`src/rtl/core/chtp_pkg.sv`:
```
// ----------------------------------------------------------------------------
// Clustered hash table probe package
// Shared types and constants for the probe front end, back end and top level.
// ----------------------------------------------------------------------------
package chtp_pkg;

	localparam int TAG_LSB    = 48;
	localparam int TAG_W      = 16;
	localparam int ENTRY_W    = 32;
	localparam int AGE_BIAS   = 259;
	localparam logic [7:0] GEN_MASK = 8'hFC;
	localparam int AGE_WEIGHT = 2;

	typedef enum logic {
		OP_PROBE = 1'b0,
		OP_WRITE = 1'b1
	} op_t;

	typedef enum logic [1:0] {
		ST_CLEAR,
		ST_IDLE,
		ST_EXEC
	} back_state_t;

	typedef struct packed {
		op_t              op;
		logic [TAG_W-1:0] tag;
		logic [1:0]       way;
		logic [7:0]       depth;
		logic [1:0]       bound;
	} item_t;

	typedef struct packed {
		logic  valid;
		item_t item;
	} head_t;

	typedef struct packed {
		logic pop;
		logic clearing;
	} back_ctl_t;

endpackage

```
`src/rtl/core/chtp_front.sv`:
```
// ----------------------------------------------------------------------------
// Probe front end
// Accepts items, splits the key into cluster and tag, and queues them.
// ----------------------------------------------------------------------------
module chtp_front #(
	parameter int CLUSTER_INDEX_BITS = 16
) (
	input  logic                          clk,
	input  logic                          arst_n,
	input  logic                          in_valid,
	output logic                          in_stall,
	input  logic                          opcode,
	input  logic [63:0]                   lookup_key,
	input  logic [1:0]                    target_way,
	input  logic [7:0]                    write_depth,
	input  logic [1:0]                    write_bound,
	input  chtp_pkg::back_ctl_t           ctl,
	output chtp_pkg::head_t               head,
	output logic [CLUSTER_INDEX_BITS-1:0] head_cluster
);

	chtp_pkg::item_t               item_q [2];
	logic [CLUSTER_INDEX_BITS-1:0] clu_q  [2];
	logic                          wp_q;
	logic                          rp_q;
	logic [1:0]                    cnt_q;
	logic                          accept;
	logic                          pop;
	chtp_pkg::item_t               new_item;

	always_comb begin
		new_item.op    = chtp_pkg::op_t'(opcode);
		new_item.tag   = lookup_key[chtp_pkg::TAG_LSB +: chtp_pkg::TAG_W];
		new_item.way   = target_way;
		new_item.depth = write_depth;
		new_item.bound = write_bound;
	end

	assign in_stall = ctl.clearing || (cnt_q == 2'd2);
	assign accept   = in_valid && !in_stall;
	assign pop      = ctl.pop && (cnt_q != 2'd0);

	always_ff @(posedge clk) begin
		if (accept) begin
			item_q[wp_q] <= new_item;
			clu_q[wp_q]  <= lookup_key[CLUSTER_INDEX_BITS-1:0];
		end
	end

	always_ff @(posedge clk or negedge arst_n) begin
		if (!arst_n) begin
			wp_q  <= 1'b0;
			rp_q  <= 1'b0;
			cnt_q <= 2'd0;
		end else begin
			if (accept) begin
				wp_q <= !wp_q;
			end
			if (pop) begin
				rp_q <= !rp_q;
			end
			cnt_q <= cnt_q + {1'b0, accept} - {1'b0, pop};
		end
	end

	assign head.valid   = (cnt_q != 2'd0);
	assign head.item    = item_q[rp_q];
	assign head_cluster = clu_q[rp_q];

endmodule

```
`config.mk`:
```
export PLATFORM = sky130hd
export DESIGN_NAME = chtp_front
export DESIGN_NICKNAME = d
export VERILOG_FILES = /design/src/rtl/core/chtp_pkg.sv /design/src/rtl/core/chtp_front.sv
export SDC_FILE = /design/constraint.sdc
export NUM_CORES = 1
export LEC_CHECK = 0
export BUFFER_PORTS_ARGS = -buffer_cell sky130_fd_sc_hd__buf_4
export CAP_MARGIN = 20
export CORE_UTILIZATION = 53
export DETAILED_ROUTE_END_ITERATION = 16
export PLACE_DENSITY = 0.91
export SLEW_MARGIN = 15
export SYNTH_ARGS = -nofsm -noshare
export SYNTH_HDL_FRONTEND = slang
export SYNTH_SLANG_ARGS = --single-unit
```
`constraint.sdc`:
```
create_clock -name clk -period 9.61 [get_ports clk]
set_clock_uncertainty 0.2 [all_clocks]
set_input_delay 0.4805 -clock clk [delete_from_list [all_inputs] [get_ports clk]]
set_output_delay 0.4805 -clock clk [all_outputs]
set_load 0.01 [all_outputs]
```
**Yosys cells after proc, flatten, opt, wreduce, memory -nomap -nowiden**

Memories as Yosys holds them, arrays and structs flattened.
Cells that the tools add are included.

- Mux-type cells: 2
- $add $sub $neg: 2
- Equal/unequal tests: 1
- Reduce and logical (&&, ||, !) cells: 7

Operators by type and width:

| cell | number |
|---|---|
| $logic_not A1 Y1 | 3 |
| $add A2 B1 Y2 | 1 |
| $eq A2 B2 Y1 const B | 1 |
| $logic_and A1 B1 Y1 | 2 |
| $mux W1 | 2 |
| $reduce_bool A2 Y1 | 1 |
| $sub A2 B1 Y2 | 1 |
| $logic_or A1 B1 Y1 | 1 |

- RAM bits: 90
- Register bits after elaboration: 4
- Word-level logic and storage cells: 17
- Memories: 2

Memory list:

| memory | depth | width | rd ports | clocked after Yosys merged registers in | write ports | line | source |
|---|---|---|---|---|---|---|---|
| item_q | 2 | 29 | 1 | 0 | 1 | chtp_front.sv:22 | `chtp_pkg::item_t item_q [2];` |
| clu_q | 2 | 16 | 1 | 0 | 1 | chtp_front.sv:23 | `logic [CLUSTER_INDEX_BITS-1:0] clu_q [2];` |

**Logic depth before layout (Yosys ltp)**

Gate-level depths: netlist of run 1.

- Word-level depth: 6
- Gate-level depth with buffers: 7
- Mapped depth without buffers: 7

**Worst setup path after synthesis of run 1**

No wires, ideal clock.

- Path kind: input -> register
- Start point: input ctl[0] in the netlist's numbering
- End point: memory clu_q[0][0], enable pin
- Slack: 6.342 ns
- Stages on the path: 2
- Path buffers: 0
- Data arrival time: 2.621 ns
- Data required time: 8.962 ns
- Cell sequence: nand3b_1 -> nor2_1

- Cells in the longest elaborated chain, start to end: 5

RTL lines:

| item | line | source |
|---|---|---|
| from (decl) | chtp_front.sv:17 | `input chtp_pkg::back_ctl_t ctl,` |
| $logic_or A1 B1 Y1 | chtp_front.sv:39 | `assign in_stall = ctl.clearing \|\| (cnt_q == 2'd2);` |
| $logic_not A1 Y1 | chtp_front.sv:40 | `assign accept = in_valid && !in_stall;` |
| $logic_and A1 B1 Y1 | chtp_front.sv:40 |  |
| $mux W1 | chtp_front.sv:44 | `if (accept) begin` |
| $mux W1 (not written as such) | chtp_front.sv:46 | `clu_q[wp_q] <= lookup_key[CLUSTER_INDEX_BITS-1:0];` |
| to (decl) | chtp_front.sv:23 |  |

Every way passes these cells.

**Final worst setup path of run 1**

- Start point: register rp_q
- End point: output head_cluster[1]

- Cells in the longest elaborated chain, start to end: 1

RTL lines:

| item | line | source |
|---|---|---|
| from (decl) | chtp_front.sv:25 | `logic rp_q;` |
| from (signal assigned) | chtp_front.sv:60 | `rp_q <= !rp_q;` |
| $mem_v2 Z2 W16 | -- |  |
| to (decl) | chtp_front.sv:19 | `output logic [CLUSTER_INDEX_BITS-1:0] head_cluster` |

Every way passes these cells.

==> reports/qor.csv, run 1 <==
stage;metric;value;unit
synthesis;synth.most_common_cell;edfxtp_1;
detailed_routing;wl;6034;um
synthesis;syn_inst;159;
floorplanning;dieArea;7237;um2
setup_path;path_class;register to output pin;
finish;drive_gt1_share;60.07;%
sta;max_freq;0.3503;GHz
clock_network;numCtsBuffers;9;
setup_path;cp_max_fo;29;
setup_path;max_stage_delay;0.71;ns
finish;nets;349;
run;cap_violations;0;
floorplanning;ios;129;
pwr;leakagePower;1.856;nW
synthesis;syn_nets;243;
sta;final-setup-viol-count;0;
synthesis;seq_area_frac_synth;76.63;%
pwr;ir_drop;0.0001767;V
status;status;complete, no violations;
sta;fin_crit_sh;29.71;%
finish;syn_to_final_growth;27.34;%
floorplanning;rows;29;
setup_path;crit_path_end_kind;output pin;
pwr;p_per_area;265.7;nW/um2
global_routing;overflow;0;
detailed_routing;antenna_left;0;
finish;final_util;71.70;%
synthesis;synthTopCellsByCount;edfxtp_1 (90), mux2_4 (39), mux2_2 (6);
sta;rsz0062_at_grt;no;
setup_path;arrival;2.17;ns
floorplanning;dieWidth;85.07;um
setup_path;cp-startpoint;rp_q$_DFFE_PN0P_;
synthesis;synth_top_area_cell;edfxtp_1;
worst_hold_path;hold_start;write_depth[7];
setup_path;startpoint_type;register;
worst_hold_path;hp-class;input port to register;
detailed_routing;vias;1764;
sta;post-route-min-period;2.855;ns
detailed_routing;vias_per_cell;5.113;
synthesis;synth_flop_cell;edfxtp_1;
detailed_routing;drtIter0Drc;73;
synthesis;synth_cell_types;15;
placed_design;port_buffers;96;
synthesis;synth.avg_cell_area;23.00;um2
setup_path;r2r-start;cnt_q[1]$_DFF_PN0_;
sta;hold_viol;0;
detailed_routing;drcViolationCount;0;
floorplanning;core_area;6495;um2
floorplanning;die_y;85.07;um
sta;drv_slew;0;
global_routing;grt_first_pass_wirelength;9335;um
worst_hold_path;min_path_cells;1;
setup_path;reg2reg_depth;4;
synthesis;ys_ff_latch;94;
clock_network;cts_setup_buffers;0;
floorplanning;start_util;56.31;%
synthesis;synthTopCellsByArea;edfxtp_1 (74%), mux2_4 (16%), dfrtp_1 (2.7%), buf_12 (2.2%), mux2_2 (1.8%);
synthesis;yosysTopAreaCellShare;73.90;%
sta;tightestPinTransition;0.6002;ns
synthesis;synth_edf_count;90;
synthesis;synth_warnings;0;
synthesis;ys_async_sr_fraction;4.255;%
placed_design;routabilityCongestion;0.6882;
sta;setup-tns-final;0;ns
setup_path;crit_top_cell;buf_4;
setup_path;crit_slowest_cell;dfrtp_2;
finish;n_antenna_cell;0;
synthesis;syn-cell-area;3657;um2
placed_design;dpl.hpwl;4017;um
global_routing;grt_max_degree;46;
global_routing;grt_pass1_vias;1976;
clock_network;cts.sinks;94;
global_routing;antenna_found_initial;0;
global_routing;globalRouteTotalUtil;17.77;%
clock_network;clk_path_buf_depth;2;
sta;slew_headroom;59.99;%
clock_network;htree_levels;3;
setup_path;crit_path_cell_trace;buf_4 -> mux2_2 -> buf_4;
setup_path;crit_required;8.93;ns
clock_network;cts-root-buf;clkbuf_8;
clock_network;cts_resized;0;
clock_network;clkSlewWorstSetupHoldPaths;0.09;ns
clock_network;clk_latency;0.34;ns
clock_network;cts_tree;built;
detailed_routing;first_pass_iters;4;
detailed_routing;wl_per_cell;17.49;um
-- report_power, final --
group          total [W]  internal, W  switching (W)
clock network   0.000295     0.000170       0.000125
logic           0.000394     0.000232       0.000162
registers       0.000549     0.000512      0.0000364
total            0.00124     0.000914       0.000323
-- critical path, delay by kind of cell, from the launching register on --
family   cells  cell delay [ns]
flops        1             0.71
mux          1             0.40
buf+inv      2             0.69
-- logic make-up (layout without fill, tap and decap cells) --
family	Yosys count	after routing	share of synthesized area (%)
muxes	45	45	17.86
and+or+nand+nor	7	7	1.163
DFF	94	94	76.63
adders and majority gates	2	2	0.6841
xor gates and xnor gates	4	4	0.9581
buffers and inverters	7	116	2.703
-- placed cells by master (no fill, tap or decap) --
cell type / synthesis / routed
clkbuf_1: 0 / 1
buf_4: 0 / 99
nand3b_1: 1 / 1
mux2_2: 6 / 6
or2_1: 1 / 1
dfrtp_2: 0 / 1
xor2_1: 1 / 1
clkinvlp_4: 0 / 1
xnor2_1: 3 / 3
dlygate4sd3_1: 0 / 1
nand2b_1: 2 / 2
dfrtp_1: 4 / 3
ha_1: 2 / 2
nor2_4: 0 / 2
and2_4: 1 / 1
bufinv_16: 0 / 3
edfxtp_1: 90 / 90
inv_1: 2 / 2
mux2_4: 39 / 39
clkbuf_8: 0 / 9
-- worst paths after layout --
kind	to	slack, ns
setup reg to reg	item_q[0][18]$_DFFE_PP_	7.58
min in group asynchronous	rp_q$_DFFE_PN0P_	0.27
max in group asynchronous	rp_q$_DFFE_PN0P_	8.82
hold reg to reg	cnt_q[1]$_DFF_PN0_	0.30
hold / removal	item_q[0][9]$_DFFE_PP_	0.11
setup / recovery	head_cluster[1]	6.76
-- metrics by stage --
step | hold WS [ns] | power (W) | std cells | instance area [um2] | setup slack, ns
3_5_place_dp | 0.08391 | 0.0009585 | 330 | 4422 | 7.103
2_1_floorplan | -0.01509 | 0.0008310 | 159 | 3657 | 6.342
3_3_place_gp | 0.08006 | 0.0009468 | 330 | 4422 | 7.109
4_1_cts | 0.09363 | 0.001252 | 345 | 4657 | 6.717
5_1_grt | 0.08954 | 0.001290 | 345 | 4657 | 6.650
6_report | 0.1087 | 0.001237 | 345 | 4657 | 6.755
-- per-layer routing --
metal | vias to the layer above | track usage [%] | routed length (um)
met5 | - | 0 | 0
met4 | 0 | 7.858 | 93
met3 | 9 | 6.712 | 539
met2 | 72 | 31.30 | 3093
met1 | 862 | 19.06 | 2307
li1 | 821 | - | -
-- state kept, by name, indices dropped and copies added, names as in the netlist --
| register | cells |
|---|---|
| cnt_q | 2 |
| clu_q | 32 |
| wp_q | 1 |
| rp_q | 1 |
| item_q | 58 |
-- layout make-up --
type	instances	area (um2)
sequential	94	2804
fill	411	1838
multi-input combinational	58	770.7
timing repair buffer	100	753.2
clock buffer	10	127.6
clock inverter	4	97.59
tap	77	96.34
inverter	2	7.507
-- what timing repair did --
item	4_1_cts	5_1_grt
setup endpoints to repair	0	0
endpoints found under the hold margin	4	0
hold buffers	1	0
No activity file was read; power rests on OpenSTA's default activity.
==> run 2: changes to the inputs <==
Settings changed: ABC_AREA set to 1, CORE_UTILIZATION 53 to 44, PLACE_DENSITY 0.91 to 0.82.
Clock period 9.61 ns to 2.45 ns, I/O delays scaled along.
==> reports/qor.csv, run 2 <==
stage;metric;value;unit;change
global_routing;grt_first_pass_wirelength;10910;um;+17%
clock_network;numCtsBuffers;9;;unchanged
global_routing;globalRouteTotalUtil;17.39;%;-0.39 points
clock_network;cts-root-buf;clkbuf_8;;
synthesis;synthTopCellsByArea;edfxtp_1 (76%), nand2_1 (16%), dfrtp_1 (2.8%), buf_12 (2.2%), inv_1 (0.95%);;
detailed_routing;drcViolationCount;0;;unchanged
finish;final_cell_mix;nand2_1 (148), buf_4 (101), edfxtp_1 (90);;
setup_path;r2r-start;cnt_q[1]$_DFF_PN0_;;
clock_network;cts.sinks;94;;unchanged
global_routing;overflow;0;;unchanged
synthesis;syn-cell-area;3562;um2;-2.6%
floorplanning;die_y;91.98;um;+8.1%
clock_network;cts_resized;0;;unchanged
setup_path;reg2reg_depth;7;;+3
pwr;internal_power;0.003113;W;+240%
synthesis;synth_cell_types;13;;-2
floorplanning;dieWidth;91.98;um;+8.1%
pwr;netSwitchingFraction;32.85;%;+6.8 points
detailed_routing;drtIter0Drc;91;;+25%
placed_design;dpl.hpwl;4051;um;+0.85%
finish;nets;506;;+45%
setup_path;crit_required;2.13;ns;-6.80 ns
sta;fin_crit_sh;79.08;%;
floorplanning;ios;129;;unchanged
floorplanning;core_area;7767;um2;+20%
sta;drv_slew;0;;unchanged
setup_path;path_class;register to output pin;;
clock_network;clk_latency;0.34;ns;about the same
synthesis;synth_edf_count;90;;unchanged
finish;design_area;5019;um2;+7.8%
sta;slew_headroom;66.09;%;+6.1 points
detailed_routing;antenna_left;0;;unchanged
finish;largest_reg_flops;58;;unchanged
floorplanning;dieArea;8459;um2;+17%
synthesis;yosysTopAreaCellShare;75.87;%;+2.0 points
clock_network;htree_levels;3;;unchanged
synthesis;syn_inst;268;;+69%
pwr;ir_drop;0.0005529;V;+210%
detailed_routing;first_pass_iters;7;;+3
run;cap_violations;0;;unchanged
setup_path;timing.rr.end;cnt_q[1]$_DFF_PN0_;;
pwr;switching_power;0.001523;W;+370%
finish;reg_top3;item_q (58), clu_q (32), cnt_q (2);;
synthesis;ys_async_sr_fraction;4.255;%;unchanged
pwr;seqPwrFrac;44.5;%;about the same
sta;post-route-min-period;1.937;ns;
worst_hold_path;hold_start;ctl[0];;
sta;hold_ws;0.04493;ns;-0.06378 ns
placed_design;port_buffers;96;;unchanged
worst_hold_path;hp-class;input port to register;;
synthesis;synth_top_area_cell;edfxtp_1;;
sta;setup-tns-final;0;ns;unchanged
finish;regMostFlops;item_q;;
setup_path;startpoint_type;register;;
detailed_routing;wl_per_cell;12.95;um;-26%
sta;rsz0062_at_grt;no;;
status;status;complete, no violations;;
sta;max_freq;0.5162;GHz;
global_routing;grt_pass1_vias;2451;;+24%
finish;n_antenna_cell;0;;unchanged
synthesis;syn_nets;352;;+45%
sta;final-setup-viol-count;0;;unchanged
setup_path;arrival;1.61;ns;-0.56 ns
setup_path;crit_path_end_kind;output pin;;
synthesis;synth_warnings;0;;unchanged
finish;final_common_cell;nand2_1;;
placed_design;dpl-instance-area;4360;um2;-1.4%
synthesis;ys_ff_latch;94;;unchanged
setup_path;cp_max_fo;24;;-17%
detailed_routing;vias_per_cell;4.569;;-11%
setup_path;reg2reg_slack;0.74;ns;-6.84 ns
sta;hold_viol;0;;unchanged
synthesis;synth.most_common_cell;nand2_1;;
finish;drive_gt1_share;27.40;%;-33 points
global_routing;grt_max_degree;47;;+2.2%
placed_design;routabilityCongestion;0.6823;;-0.86%
floorplanning;rows;32;;+10%
finish;stdcell_count;529;;+53%
finish;syn_to_final_growth;40.89;%;
clock_network;clkSlewWorstSetupHoldPaths;0.08;ns;about the same
pwr;p_per_area;923.8;nW/um2;+250%
synthesis;synthTopCellsByCount;nand2_1 (148), edfxtp_1 (90), inv_1 (9);;
pwr;leakagePower;2.156;nW;+16%
global_routing;antenna_found_initial;0;;unchanged
detailed_routing;wl;6850;um;+14%
synthesis;seq_area_frac_synth;78.68;%;+2.0 points
synthesis;synth_flop_cell;edfxtp_1;;
floorplanning;start_util;45.86;%;-10 points
sta;tightestPinTransition;0.5086;ns;-0.09160 ns
clock_network;clk_path_buf_depth;2;;unchanged
detailed_routing;vias;2417;;+37%
pwr;clock_power_share;18.0;%;-5.8 points
worst_hold_path;min_path_cells;5;;+4
clock_network;cts_tree;built;;
worst_hold_path;hold_path_end;wp_q$_DFFE_PN0P_;;
pwr;combPwrFrac;37.5;%;+5.7 points
synthesis;synth.avg_cell_area;13.29;um2;-42%
placed_design;dp_cells;463;;+40%
==> run 2: changes by cell type in the layout (fill, tap and decap cells not counted), moves of 3 or more <==
cell           before  now
nand3_1             0    3
bufinv_16           3    0
dlygate4sd3_1       1   50
inv_1               2    8
mux2_4             39    0
clkinv_1            0    3
nand2_1             0  148
xnor2_1             3    0
mux2_2              6    0
==> run 2: metal layers <==
layer	routed length [um]	GRT usage, %	up-vias
li1	-	-	1199
met1	2695	18.34	1115
met2	3656	31.84	86
met3	358	5.224	17
met4	139	7.552	0
met5	0	0	-
==> run 2: kinds of logic (layout without fill, tap and decap cells) <==
| group | after synthesis | count (layout) | share of synthesized area (%) |
|---|---|---|---|
| adder cells (fa/ha/maj) | 2 | 2 | 0.7024 |
| buffers and inverters | 19 | 178 | 4.320 |
| flip-flops | 94 | 94 | 78.68 |
| AND/OR/NAND/NOR | 153 | 153 | 16.30 |
==> run 2: power groups by stage <==
stage               Combinational, W  Sequential (W)  Clock [W]
floorplan                    0.00100         0.00209          0
global placement             0.00163         0.00209          0
detailed placement           0.00167         0.00210          0
CTS                          0.00174         0.00206   0.000863
global route                 0.00192         0.00208   0.000920
finish                       0.00174         0.00206   0.000834
==> run 2: final cells by class <==
cell class                 count  area (um2)
timing repair buffer         152        1279
clock inverter                 5       26.28
multi-input combinational    155       613.1
clock buffer                  11       131.4
fill                         555        2749
sequential                    94        2804
tap                          102       127.6
inverter                      10       37.54
==> run 2: critical path, stage by stage (launching register included) <==
cell,delay [ns]
dfrtp_2,0.42
inv_2,0.36
buf_12,0.23
nand2_1,0.06
nand2_1,0.08
buf_4,0.13
==> run 2: worst max-delay path by stage <==
stage | startpoint | to | slack, ns
after floorplan | cnt_q[1]$_DFF_PN0_ | clu_q[1][0]$_DFFE_PP_ | 0.06
after global placement | cnt_q[1]$_DFF_PN0_ | item_q[1][9]$_DFFE_PP_ | 0.82
after detailed placement | cnt_q[1]$_DFF_PN0_ | cnt_q[1]$_DFF_PN0_ | 0.76
after CTS | rp_q$_DFFE_PN0P_ | head[28] | 0.48
after global routing | rp_q$_DFFE_PN0P_ | head[7] | 0.38
final | rp_q$_DFFE_PN0P_ | head[7] | 0.51
==> run 2: timing repair <==
action                    CTS  global route
setup buffers               0             0
hold endpoints to repair   96             0
hold buffers               50             0
==> run 2: per-stage QoR <==
stage	setup WS [ns]	power (W)	utilization, %
6_report	0.5126	0.004636	64.61
3_3_place_gp	0.8195	0.003713	56.14
3_5_place_dp	0.7607	0.003766	56.14
5_1_grt	0.3837	0.004920	64.61
4_1_cts	0.4769	0.004664	64.61
2_1_floorplan	0.06064	0.003090	-
